File: src/mgm_pkg.sv
package mgm_pkg;

	localparam int CFG_ADDR_W = 5;

	// Register indexes on the configuration port.
	localparam logic [2:0] REG_SLAVE_ADDRESS = 3'd0;
	localparam logic [2:0] REG_COMMAND_BASE  = 3'd1;
	localparam logic [2:0] REG_STATUS_BASE   = 3'd2;
	localparam logic [2:0] REG_GRIP_SPEED    = 3'd3;
	localparam logic [2:0] REG_GRIP_FORCE    = 3'd4;
	localparam logic [2:0] REG_LEGACY_LAYOUT = 3'd5;

	// Operation codes of an input item.
	localparam logic [1:0] OP_RX_BYTE = 2'd0;
	localparam logic [1:0] OP_TIMEOUT = 2'd1;
	localparam logic [1:0] OP_STATUS  = 2'd2;
	localparam logic [1:0] OP_COMMAND = 2'd3;

	// Verdict codes.
	localparam logic [2:0] ST_OK          = 3'd0;
	localparam logic [2:0] ST_SHORT       = 3'd1;
	localparam logic [2:0] ST_BAD_CRC     = 3'd2;
	localparam logic [2:0] ST_EXCEPTION   = 3'd3;
	localparam logic [2:0] ST_WRONG_FUNC  = 3'd4;
	localparam logic [2:0] ST_WRONG_COUNT = 3'd5;

	localparam logic [15:0] CRC_INIT = 16'hFFFF;
	localparam logic [15:0] CRC_POLY = 16'hA001;

	localparam logic [7:0] FC_READ_INPUT = 8'h04;
	localparam logic [7:0] FC_WRITE_MULTI = 8'h10;
	localparam logic [7:0] READ_QTY = 8'h03;
	localparam logic [7:0] READ_BYTES = 8'h06;

	localparam logic [3:0] CMD_DATA_LEN = 4'd13;
	localparam logic [3:0] STATUS_DATA_LEN = 4'd6;
	localparam logic [3:0] CMD_REPLY_LEN = 4'd8;
	localparam logic [3:0] READ_REPLY_LEN = 4'd11;
	localparam logic [3:0] MAX_REPLY_LEN = 4'd11;

	localparam logic [7:0]  RST_SLAVE_ADDRESS = 8'd9;
	localparam logic [15:0] RST_COMMAND_BASE  = 16'd1000;
	localparam logic [15:0] RST_STATUS_BASE   = 16'd2000;
	localparam logic [7:0]  RST_GRIP_SPEED    = 8'd128;
	localparam logic [7:0]  RST_GRIP_FORCE    = 8'd128;

	typedef struct packed {
		logic [1:0] operation;
		logic [7:0] rx_byte;
		logic       activate;
		logic       go;
		logic [7:0] position;
	} item_t;

	typedef struct packed {
		logic       tx_valid;
		logic [7:0] tx_byte;
		logic       last;
		logic       verdict_valid;
		logic [2:0] status;
		logic       activated;
		logic [1:0] gripper_status;
		logic [1:0] object_status;
		logic [3:0] fault;
		logic [7:0] echo_position;
		logic [7:0] actual_position;
		logic [7:0] motor_current;
	} result_t;

	typedef struct packed {
		logic [7:0]  slave_address;
		logic [15:0] command_register_base;
		logic [15:0] status_register_base;
		logic [7:0]  grip_speed;
		logic [7:0]  grip_force;
		logic        legacy_layout;
	} cfg_t;

	// One byte through CRC-16/MODBUS, reflected form.
	function automatic logic [15:0] crc_update(input logic [15:0] crc, input logic [7:0] b);
		logic [15:0] c;
		c = crc ^ {8'h00, b};
		for (int i = 0; i < 8; i++) begin
			if (c[0]) begin
				c = (c >> 1) ^ CRC_POLY;
			end else begin
				c = c >> 1;
			end
		end
		return c;
	endfunction

endpackage

File: src/mgm_regs.sv
module mgm_regs (
	input  logic                           clk,
	input  logic                           arst_n,
	input  logic                           psel,
	input  logic                           penable,
	input  logic                           pwrite,
	input  logic [mgm_pkg::CFG_ADDR_W-1:0] paddr,
	input  logic [31:0]                    pwdata,
	output logic [31:0]                    prdata,
	output logic                           pready,
	output mgm_pkg::cfg_t                  cfg
);
	import mgm_pkg::*;

	cfg_t        cfg_q;
	logic        wr_en;
	logic [2:0]  reg_idx;

	assign pready  = 1'b1;
	assign wr_en   = psel && penable && pwrite;
	assign reg_idx = paddr[CFG_ADDR_W-1:2];
	assign cfg     = cfg_q;

	always_ff @(posedge clk or negedge arst_n) begin
		if (!arst_n) begin
			cfg_q.slave_address         <= RST_SLAVE_ADDRESS;
			cfg_q.command_register_base <= RST_COMMAND_BASE;
			cfg_q.status_register_base  <= RST_STATUS_BASE;
			cfg_q.grip_speed            <= RST_GRIP_SPEED;
			cfg_q.grip_force            <= RST_GRIP_FORCE;
			cfg_q.legacy_layout         <= 1'b0;
		end else if (wr_en) begin
			unique case (reg_idx)
				REG_SLAVE_ADDRESS: cfg_q.slave_address <= pwdata[7:0];
				REG_COMMAND_BASE:  cfg_q.command_register_base <= pwdata[15:0];
				REG_STATUS_BASE:   cfg_q.status_register_base <= pwdata[15:0];
				REG_GRIP_SPEED:    cfg_q.grip_speed <= pwdata[7:0];
				REG_GRIP_FORCE:    cfg_q.grip_force <= pwdata[7:0];
				REG_LEGACY_LAYOUT: cfg_q.legacy_layout <= pwdata[0];
				default: ;
			endcase
		end
	end

	always_comb begin
		unique case (reg_idx)
			REG_SLAVE_ADDRESS: prdata = {24'd0, cfg_q.slave_address};
			REG_COMMAND_BASE:  prdata = {16'd0, cfg_q.command_register_base};
			REG_STATUS_BASE:   prdata = {16'd0, cfg_q.status_register_base};
			REG_GRIP_SPEED:    prdata = {24'd0, cfg_q.grip_speed};
			REG_GRIP_FORCE:    prdata = {24'd0, cfg_q.grip_force};
			REG_LEGACY_LAYOUT: prdata = {31'd0, cfg_q.legacy_layout};
			default:           prdata = 32'd0;
		endcase
	end

endmodule

File: src/modbus_rtu_gripper_master.sv
// Modbus RTU master for a gripper. A send-command item produces a 15-byte
// write-multiple-registers request and a send-status item an 8-byte
// read-input-registers request, each ending in a CRC-16/MODBUS trailer, low
// byte first; the bytes leave one result beat per cycle while the output is
// not stalled, the CRC advancing one data byte per beat. A receive byte that
// completes a reply, or a timeout during a reply, yields one verdict beat.
// Items are handled strictly in order, and the next item is taken in the same
// cycle that the previous one finishes. Configuration sits on an APB port at
// byte address 4*i and must only be written while the block is idle.
module modbus_rtu_gripper_master (
	input  logic                           clk,
	input  logic                           arst_n,
	input  logic                           item_valid,
	output logic                           item_ready,
	input  mgm_pkg::item_t                 item,
	output logic                           result_valid,
	input  logic                           result_ready,
	output mgm_pkg::result_t               result,
	input  logic                           psel,
	input  logic                           penable,
	input  logic                           pwrite,
	input  logic [mgm_pkg::CFG_ADDR_W-1:0] paddr,
	input  logic [31:0]                    pwdata,
	output logic [31:0]                    prdata,
	output logic                           pready
);
	import mgm_pkg::*;

	cfg_t cfg;

	mgm_regs u_regs (
		.clk     (clk),
		.arst_n  (arst_n),
		.psel    (psel),
		.penable (penable),
		.pwrite  (pwrite),
		.paddr   (paddr),
		.pwdata  (pwdata),
		.prdata  (prdata),
		.pready  (pready),
		.cfg     (cfg)
	);

	// Item stage.
	item_t       item_s1;
	logic        valid_s1;

	// Request serializer.
	logic [3:0]  idx_q;
	logic [15:0] tx_crc_q;

	// Reply collection.
	logic [15:0] running_crc_q;
	logic [3:0]  received_count_q;
	logic [3:0]  expected_length_q;
	logic        awaiting_read_q;
	logic        reply_pending_q;
	logic [7:0]  reply_q [1:7];
	logic [7:0]  prev_rx_q;

	// Output register.
	result_t     result_q;
	logic        result_valid_q;

	logic        out_free;
	logic        frame_s1;
	logic        is_cmd;
	logic [3:0]  data_len;
	logic [15:0] crc_cur;
	logic [7:0]  frame_byte;
	logic        frame_last;
	logic        emit;
	logic        rx_s1;
	logic        rx_has_result;
	logic        rx_go;
	logic        rx_store;
	logic        rx_final;
	logic [4:0]  count_inc;
	logic [7:0]  b0;
	logic [7:0]  fc;
	logic [7:0]  want_fc;
	logic [2:0]  verdict;
	result_t     tx_res;
	result_t     rx_res;

	assign out_free     = !result_valid_q || result_ready;
	assign frame_s1     = valid_s1 && item_s1.operation[1];
	assign rx_s1        = valid_s1 && !item_s1.operation[1];
	assign is_cmd       = item_s1.operation == OP_COMMAND;
	assign data_len     = is_cmd ? CMD_DATA_LEN : STATUS_DATA_LEN;
	assign crc_cur      = (idx_q == 4'd0) ? CRC_INIT : tx_crc_q;
	assign frame_last   = idx_q == data_len + 4'd1;
	assign emit         = frame_s1 && out_free;
	assign b0           = {4'd0, item_s1.go, 2'b00, item_s1.activate};
	assign count_inc    = {1'b0, received_count_q} + 5'd1;

	// Request byte at position idx_q of the data part.
	always_comb begin
		frame_byte = 8'h00;
		case (idx_q)
			4'd0: frame_byte = cfg.slave_address;
			4'd1: frame_byte = is_cmd ? FC_WRITE_MULTI : FC_READ_INPUT;
			4'd2: frame_byte = is_cmd ? cfg.command_register_base[15:8]
			                          : cfg.status_register_base[15:8];
			4'd3: frame_byte = is_cmd ? cfg.command_register_base[7:0]
			                          : cfg.status_register_base[7:0];
			4'd4: frame_byte = 8'h00;
			4'd5: frame_byte = READ_QTY;
			4'd6: frame_byte = READ_BYTES;
			4'd7: frame_byte = b0;
			4'd8: frame_byte = cfg.legacy_layout ? item_s1.position : 8'h00;
			4'd9: frame_byte = cfg.legacy_layout ? cfg.grip_speed : 8'h00;
			4'd10: frame_byte = cfg.legacy_layout ? cfg.grip_force : item_s1.position;
			4'd11: frame_byte = cfg.legacy_layout ? 8'h00 : cfg.grip_speed;
			4'd12: frame_byte = cfg.legacy_layout ? 8'h00 : cfg.grip_force;
			default: frame_byte = 8'h00;
		endcase
	end

	always_comb begin
		tx_res = '0;
		tx_res.tx_valid = 1'b1;
		if (idx_q < data_len) begin
			tx_res.tx_byte = frame_byte;
		end else if (idx_q == data_len) begin
			tx_res.tx_byte = crc_cur[7:0];
		end else begin
			tx_res.tx_byte = crc_cur[15:8];
			tx_res.last    = 1'b1;
		end
	end

	// Reply handling for receive and timeout items.
	assign fc      = reply_q[1];
	assign want_fc = awaiting_read_q ? FC_READ_INPUT : FC_WRITE_MULTI;

	always_comb begin
		rx_store = 1'b0;
		rx_final = 1'b0;
		rx_has_result = 1'b0;
		if (reply_pending_q) begin
			if (item_s1.operation == OP_TIMEOUT) begin
				rx_has_result = 1'b1;
			end else if (received_count_q >= expected_length_q ||
			             received_count_q >= MAX_REPLY_LEN) begin
				rx_has_result = 1'b1;
			end else begin
				rx_store = 1'b1;
				if (count_inc == {1'b0, expected_length_q}) begin
					rx_final = 1'b1;
					rx_has_result = 1'b1;
				end
			end
		end
	end

	always_comb begin
		if ({item_s1.rx_byte, prev_rx_q} != running_crc_q) begin
			verdict = ST_BAD_CRC;
		end else if (fc[7]) begin
			verdict = ST_EXCEPTION;
		end else if (fc != want_fc) begin
			verdict = ST_WRONG_FUNC;
		end else if (awaiting_read_q && reply_q[2] != READ_BYTES) begin
			verdict = ST_WRONG_COUNT;
		end else begin
			verdict = ST_OK;
		end
	end

	always_comb begin
		rx_res = '0;
		rx_res.verdict_valid = 1'b1;
		rx_res.status = ST_SHORT;
		if (rx_final) begin
			rx_res.status = verdict;
			if (verdict == ST_OK && awaiting_read_q) begin
				rx_res.activated       = reply_q[3][0];
				rx_res.gripper_status  = reply_q[3][5:4];
				rx_res.object_status   = reply_q[3][7:6];
				rx_res.fault           = reply_q[4][3:0];
				rx_res.echo_position   = reply_q[5];
				rx_res.actual_position = reply_q[6];
				rx_res.motor_current   = reply_q[7];
			end
		end
	end

	// A receive item with no result finishes without waiting on the output.
	assign rx_go      = rx_s1 && (!rx_has_result || out_free);
	assign item_ready = !valid_s1 || (emit && frame_last) || rx_go;

	always_ff @(posedge clk or negedge arst_n) begin
		if (!arst_n) begin
			valid_s1 <= 1'b0;
		end else if (item_ready) begin
			valid_s1 <= item_valid;
		end
	end

	always_ff @(posedge clk) begin
		if (item_ready && item_valid) begin
			item_s1 <= item;
		end
	end

	always_ff @(posedge clk or negedge arst_n) begin
		if (!arst_n) begin
			idx_q <= 4'd0;
		end else if (emit) begin
			idx_q <= frame_last ? 4'd0 : idx_q + 4'd1;
		end
	end

	// Only the data bytes enter the CRC; the trailer beats read it unchanged.
	always_ff @(posedge clk) begin
		if (emit && idx_q < data_len) begin
			tx_crc_q <= crc_update(crc_cur, frame_byte);
		end
	end

	always_ff @(posedge clk or negedge arst_n) begin
		if (!arst_n) begin
			running_crc_q     <= CRC_INIT;
			received_count_q  <= 4'd0;
			expected_length_q <= 4'd0;
			awaiting_read_q   <= 1'b0;
			reply_pending_q   <= 1'b0;
		end else if (emit && idx_q == 4'd0) begin
			running_crc_q     <= CRC_INIT;
			received_count_q  <= 4'd0;
			expected_length_q <= is_cmd ? CMD_REPLY_LEN : READ_REPLY_LEN;
			awaiting_read_q   <= !is_cmd;
			reply_pending_q   <= 1'b1;
		end else if (rx_go) begin
			if (rx_has_result) begin
				reply_pending_q <= 1'b0;
			end
			if (rx_store) begin
				received_count_q <= count_inc[3:0];
				// The two trailer bytes stay out of the running CRC.
				if ({1'b0, received_count_q} + 5'd2 < {1'b0, expected_length_q}) begin
					running_crc_q <= crc_update(running_crc_q, item_s1.rx_byte);
				end
			end
		end
	end

	always_ff @(posedge clk) begin
		if (rx_go && rx_store) begin
			prev_rx_q <= item_s1.rx_byte;
			for (int k = 1; k <= 7; k++) begin
				if (received_count_q == 4'(k)) begin
					reply_q[k] <= item_s1.rx_byte;
				end
			end
		end
	end

	always_ff @(posedge clk or negedge arst_n) begin
		if (!arst_n) begin
			result_valid_q <= 1'b0;
		end else if (emit || (rx_go && rx_has_result)) begin
			result_valid_q <= 1'b1;
		end else if (result_ready) begin
			result_valid_q <= 1'b0;
		end
	end

	always_ff @(posedge clk) begin
		if (emit) begin
			result_q <= tx_res;
		end else if (rx_go && rx_has_result) begin
			result_q <= rx_res;
		end
	end

	assign result_valid = result_valid_q;
	assign result       = result_q;

endmodule
File: config.mk
export PLATFORM = sky130hd
export DESIGN_NAME = modbus_rtu_gripper_master
export DESIGN_NICKNAME = d
export VERILOG_FILES = /design/src/mgm_pkg.sv /design/src/mgm_regs.sv /design/src/modbus_rtu_gripper_master.sv
export SDC_FILE = /design/constraint.sdc
export NUM_CORES = 1
export LEC_CHECK = 0
export ABC_AREA = 0
export BUFFER_PORTS_ARGS = -buffer_cell sky130_fd_sc_hd__buf_4
export CORE_AREA = 2 2 177 179
export CTS_CLUSTER_SIZE = 8
export DETAILED_ROUTE_END_ITERATION = 10
export DIE_AREA = 0 0 179 181
export GPL_ROUTABILITY_DRIVEN = 0
export PLACE_DENSITY = 0.6
export SLEW_MARGIN = 20
export SYNTH_ARGS = -nofsm -noshare
export SYNTH_HDL_FRONTEND = slang
export SYNTH_SLANG_ARGS = --single-unit
File: constraint.sdc
create_clock -name clk -period 4 [get_ports clk]
set_input_delay 0.6 -clock clk [delete_from_list [all_inputs] [get_ports clk]]
set_output_delay 0.6 -clock clk [all_outputs]
set_load 0.01 [all_outputs]
# Yosys cells after proc, flatten, opt, wreduce, memory -nomap -nowiden
# Memories as Yosys holds them, arrays and structs flattened.
# Cells that the tools add are included.
# word_totals
ram_bits,56
regBits,180
n_memories,1
# classes
n_lt_le_gt_ge,4
reduce_logical,49
addsub,4
n_bitwise,18
muxes,139
n_eq_ne,31
# memory_table
name,words,width,rd,rd_clocked_by_memory_dff,wr,line_no,rtl
reply_q,7,8,7,0,1,modbus_rtu_gripper_master.sv:58,logic [7:0] reply_q [1:7];
# op_table
operator,n
2-to-1 mux 16 bit,55
2-to-1 mux 8 bit,15
case mux 16 bit (6 select lines),1
case mux 8 bit (12 select lines),1
2-to-1 mux 46 bit,2
NOT 2 -> 3 bit,16
OR reduction 8 bit,6
2-to-1 mux 1 bit,44
2-to-1 mux 36 bit,1
2-to-1 mux 33 bit,1
bitwise XOR 16 x 8 -> 16 bit,2
2-to-1 mux 3 bit,10
== test 4 x 3 -> 1 bit (second input constant),7
== test 4 bit (second input constant),5
2-to-1 mux 4 bit,5
== test 4 x 2 -> 1 bit (second input constant),4
inequality test 16 bit,1
AND reduction 2 bit,8
logical AND 1 bit,14
2-to-1 mux 14 bit,1
nonzero test 2 bit,6
2-to-1 mux 5 bit,2
adder 4 x 1 -> 4 bit (second input constant),2
== test 4 x 1 -> 1 bit (second input constant),2
other kinds (21),34

# Longest topological paths before layout
# logic_depth
depth_word,53
ltp_mapped,12
depth_no_buf,10

# Cells and area by module
# A second synthesis with hierarchy kept.
# hier_totals
cells_unflattened,835
area_unflattened_um2,10555.1
# by_module_without_submodules
module,seq_area_each_um2,n_inst,cells_per_inst,area_each_um2
modbus_rtu_gripper_master,4569.4,1,620,7694.9
mgm_regs,1446.4,1,215,2860.2

# Least setup slack after synthesis
# OpenSTA, ideal clock, no wires.
# synth_path
path_type,register to register
start,register item_s1[19] (netlist bit)
end,register tx_crc_q[0] (enable)
synth_period_minus_slack_ps,3037
setup_slack_ps,963
arrival_ps,2649
required_time_ps,3612
stages_incl_launch_ff,12
cell_sequence,edfxtp_1 > and2_4 > buf_6 > inv_2 > buf_6 > ha_1 > nand2_1 > nor2_1 > or2_2 > clkbuf_1 > clkbuf_1 > nor2_1
# synth_between
elab_chain_len,4
elab_cells_between_ends,6
classes_between,1 x order compare; 1 x eq/ne; 1 x mux; 3 x reduce/logical
# synth_rtl
element,line_no,rtl
start: declaration,modbus_rtu_gripper_master.sv:45,item_t item_s1;
start signal: assignment,modbus_rtu_gripper_master.sv:203,item_s1 <= item;
== test 2 bit,modbus_rtu_gripper_master.sv:89,assign is_cmd = item_s1.operation == OP_COMMAND;
2-to-1 mux 4 bit,modbus_rtu_gripper_master.sv:90,assign data_len = is_cmd ? CMD_DATA_LEN : STATUS_DATA_LEN;
via data_len[1],modbus_rtu_gripper_master.sv:68,logic [3:0] data_len;
< comparator 4 bit,modbus_rtu_gripper_master.sv:217,if (emit && idx_q < data_len) begin
logical AND 1 bit,modbus_rtu_gripper_master.sv:217,
end signal: assignment,modbus_rtu_gripper_master.sv:218,"tx_crc_q <= crc_update(crc_cur, frame_byte);"
end: declaration,modbus_rtu_gripper_master.sv:50,logic [15:0] tx_crc_q;
# The timed path passes the listed nets, and every way through them passes these cells.
# A chain may end at the register's enable or synchronous reset.

# Worst setup path in the final report
# layout_path
start,register idx_q[0]
end,register tx_crc_q[15] (data pin)
# layout_between
elab_chain_len,18
elab_cells_between_ends,36
classes_between,11 x eq/ne; 16 x mux; 8 x bitwise; 1 x reduce/logical
# layout_rtl
element,line_no,rtl
start: declaration,modbus_rtu_gripper_master.sv:49,logic [3:0] idx_q;
start signal: assignment,modbus_rtu_gripper_master.sv:211,idx_q <= frame_last ? 4'd0 : idx_q + 4'd1;
== test 4 bit (tied with other cells),modbus_rtu_gripper_master.sv:100,case (idx_q)
case mux 8 bit (12 select lines) or 2-to-1 mux 16 bit (tied branches),"modbus_rtu_gripper_master.sv:100, modbus_rtu_gripper_master.sv:91",
bitwise XOR 16 x 8 -> 16 bit *,mgm_pkg.sv:82,"c = crc ^ {8'h00, b};"
2-to-1 mux 16 bit *,mgm_pkg.sv:84,if (c[0]) begin
2-to-1 mux 16 bit *,modbus_rtu_gripper_master.sv:217,
2-to-1 mux 16 bit *,mgm_pkg.sv:84,
2-to-1 mux 16 bit *,modbus_rtu_gripper_master.sv:217,
2-to-1 mux 16 bit *,mgm_pkg.sv:84,
[... 2 more ...],n/a,
2-to-1 mux 16 bit *,modbus_rtu_gripper_master.sv:217,
2-to-1 mux 16 bit *,mgm_pkg.sv:84,
2-to-1 mux 16 bit *,modbus_rtu_gripper_master.sv:217,
2-to-1 mux 16 bit *,mgm_pkg.sv:84,
2-to-1 mux 16 bit *,modbus_rtu_gripper_master.sv:217,
NOT 2 -> 3 bit (no line) or 2-to-1 mux 16 bit (tied branches),n/a,
2-to-1 mux 16 bit *,mgm_pkg.sv:84,
2-to-1 mux 16 bit *,modbus_rtu_gripper_master.sv:217,
# Every way passes the cells marked *; elsewhere a longest branch is shown, timed or not. The select of a mux whose other input is x is not followed.

==> results.py <==
metrics = {
    "place": {
        "hpwl_um": 17110,
        "numPortBuffers": 110,
        "post-place-ws_ps": 559.5,
        "dp.cells": 1309,
    },
    "synth": {
        "yosysSeqAreaShare": 0.5712,
        "syn-instance-count": 831,
        "synth-edff-count": 102,
        "ys_async_sr_fraction": 0.3805,
        "synth_area_um2": 10530,
        "ys_types": 75,
        "ys.warnings.count": 0,
        "synth_ff_type": "edfxtp_1",
        "ys_seq_elements": 226,
        "syn_avg_cell_area_um2": 12.67,
    },
    "cts": {
        "cts.sinks": 226,
        "post-cts-setup-buffer-count": 0,
        "clk_pin_slew_ps": 50,
        "numCtsBuffers": 34,
        "ctsHoldBuffers": 0,
        "clk_path_buf_depth": 3,
        "htreeDepth": 2,
        "cts_root_buf": "clkbuf_16",
        "tritoncts": "yes",
        "cts_resized": 0,
        "clock_latency_ps": 510,
    },
    "timing": {
        "maxSlewHeadroom": 0.3859,
        "hold_violations": 0,
        "period_minus_slack_ps": 3514,
        "finalCritPeriodShare": 0.8784,
        "maxSlewViolCount": 0,
        "worst_slew_pin_slew_ps": 921.2,
        "skew_ps": 20.00,
        "rsz0062_at_grt": "false",
        "clock.fmax_mhz": 284.6,
        "setup_viol": 0,
        "finalHoldWorstSlack_ps": 101.8,
        "fin_setup_tns_ps": 0,
        "worst_slack_ps": 486.4,
    },
    "setup_path": {
        "worstRegToRegCells": 10,
        "reg2reg_slack_ps": 490,
        "cpPeakStageDelay_ps": 510,
        "end_kind": "flip-flop",
        "path_class": "reg -> reg",
        "arrival_ps": 3750,
        "cp_max_fo": 15,
        "slowest_stage": "xnor3_2",
        "cp-start-kind": "flip-flop",
        "required_ps": 4230,
        "path_cells": "inv_1, ha_1, buf_4, mux2_2, a22oi_1, a21oi_1, a211o_1, xor2_1, xnor3_2, xnor3_1",
    },
    "floorplanning": {
        "die-area_um2": 32400,
        "die_y_um": 181,
        "io_pins": 146,
        "start_util": 0.3470,
        "coreArea_um2": 30350,
        "rows": 64,
        "die_width_um": 179,
    },
    "grt": {
        "grt_busiest_layer": "met1",
        "met3_usage": 0.03009,
        "antenna_found_initial": 0,
        "use_met2": 0.2302,
        "met1_usage": 0.2321,
        "grt_usage": 0.1566,
        "overflow": 0,
        "grt_pass1_wl_um": 39730,
        "grt_max_degree": 40,
        "first_global_vias": 6875,
    },
    "pwr": {
        "power_density_nw_per_um2": 748.2,
        "power.switching_mw": 3.080,
        "p_int_mw": 6.439,
        "switching_share": 0.3235,
        "comb_power_share": 0.352,
        "clock_power_share": 0.278,
        "p_leak_nw": 5.240,
        "seqPwrFrac": 0.370,
        "ir_drop_mv": 0.3580,
    },
    "drt": {
        "drc_errors": 0,
        "drt_iter0_drc": 511,
        "via_count": 6898,
        "drtAntennaViolNets": 0,
        "avgViaCountPerCell": 5.031,
        "dr.pass1.iters": 7,
        "avgRoutedWirePerCell_um": 18.22,
        "wl_um": 24980,
    },
    "cells_and_area": {
        "post-route-util": 0.4192,
        "drive_above_1_share": 0.2851,
        "stdcell_count": 1371,
        "diodes": 0,
        "syn2layout_area_growth_pct": 20.79,
        "nets": 1030,
    },
    "hold_path": {
        "min_path_type": "in -> async",
    },
    "run": {
        "drv_cap": 0,
    },
    "run_status": {
        "outcome": "complete, no violations",
    },
}
## worst paths after layout
check / from / to
setup / recovery: idx_q[0] / tx_crc_q[15]
hold reg to reg: reply_q[0][24] / result[32]
hold / removal: arst_n / received_count_q[0]
min in group clk: item[5] / item_s1[5]
max in group asynchronous: arst_n / u_regs.cfg[36]
setup reg to reg: idx_q[0] / tx_crc_q[15]
## layer usage
metal,up-vias,wire length [um],part of all wire
met2,206,10860,0.43
li1,3256,-,-
met3,40,1248,0.050
met5,-,0,0
met1,3396,12340,0.49
met4,0,525,0.021
## metrics by stage
stage	area (um2)	total power, mW
detailed placement	11720	6.911
global placement	11720	6.850
global route	12720	10.11
CTS	12720	9.624
finish	12720	9.519
floorplan	10590	6.100
## kinds of logic after synthesis
kind of cell / synth area share
buffers and inverters: 0.03932
other: 0.0007130
adder cells (fa/ha/maj): 0.02019
AND/OR/NAND/NOR: 0.07900
flip-flops: 0.5712
AO/OA/AOI/OAI: 0.1145
multiplexers: 0.1079
XOR/XNOR: 0.06724
## worst max-delay path: cells and delay by family (launching register included)
kind	cells	cell delay [ps]
xor+xnor	3	1110
compound gates	3	610
flops	1	420
fa+ha+maj	1	420
buf+inv	2	390
mux	1	260
## power groups by stage
stage          Combinational [mW]  Clock [mW]  Sequential (mW)
2_1_floorplan                2.67           0             3.43
3_3_place_gp                 3.30           0             3.55
3_5_place_dp                 3.35           0             3.56
4_1_cts                      3.37        2.73             3.52
5_1_grt                      3.70        2.83             3.58
6_report                     3.35        2.65             3.52
## cell type report
class,instances,area (um2)
fill,2853,17630
sequential,226,6016
multi-input combinational,536,4164
clock buffer,59,965.9
timing repair buffer,128,960.9
tap,396,495.5
inverter,23,86.33
clock inverter,3,33.78
## cells in the final DEF, fill, tap and decap left out, types with 9 or more instances in the layout
cell type,instances
a22o_1,35
o21ai_0,26
conb_1,17
edfxtp_1,102
dfrtp_1,54
mux2i_1,28
a21oi_1,20
inv_1,22
xor2_1,34
nand2_1,63
clkbuf_1,24
xnor2_1,31
dfxtp_1,38
buf_4,128
clkbuf_16,35
a22oi_1,16
dfstp_2,32
ha_1,17
nand2b_1,10
nor2_1,45
and2_1,9
nor2b_1,9
mux2_2,62
## Yosys cell counts, types with 7 or more instances
cell type	n	area, um2
nand2_1	63	236.5
and2_1	9	56.30
mux4_2	7	157.7
a21oi_1	20	100.1
o211ai_1	8	60.06
dfrtp_1	54	1351
buf_2	9	45.04
mux2_2	62	698.2
nand2b_1	10	62.56
inv_1	22	82.58
clkbuf_1	27	101.4
dfstp_2	32	840.8
xnor2_1	31	271.5
dfxtp_1	38	760.7
mux2i_1	28	280.3
a22o_1	35	306.5
buf_4	19	142.6
nor2b_1	9	56.30
a22oi_1	16	120.1
o21ai_0	26	130.1
nor2_1	47	176.4
ha_1	17	212.7
edfxtp_1	102	3063
xor2_1	34	297.8
## sequential cells by signal, indices dropped and copies added, names as in the netlist
name,count
u_regs.cfg,57
reply_q,49
result,47
item_s1,18
running_crc_q,16
tx_crc_q,16
prev_rx_q,8
idx_q,4
received_count_q,4
b0,2
expected_length_q,2
reply_pending_q,1
result_valid,1
valid_s1,1
(Power assumes the default switching activity.)
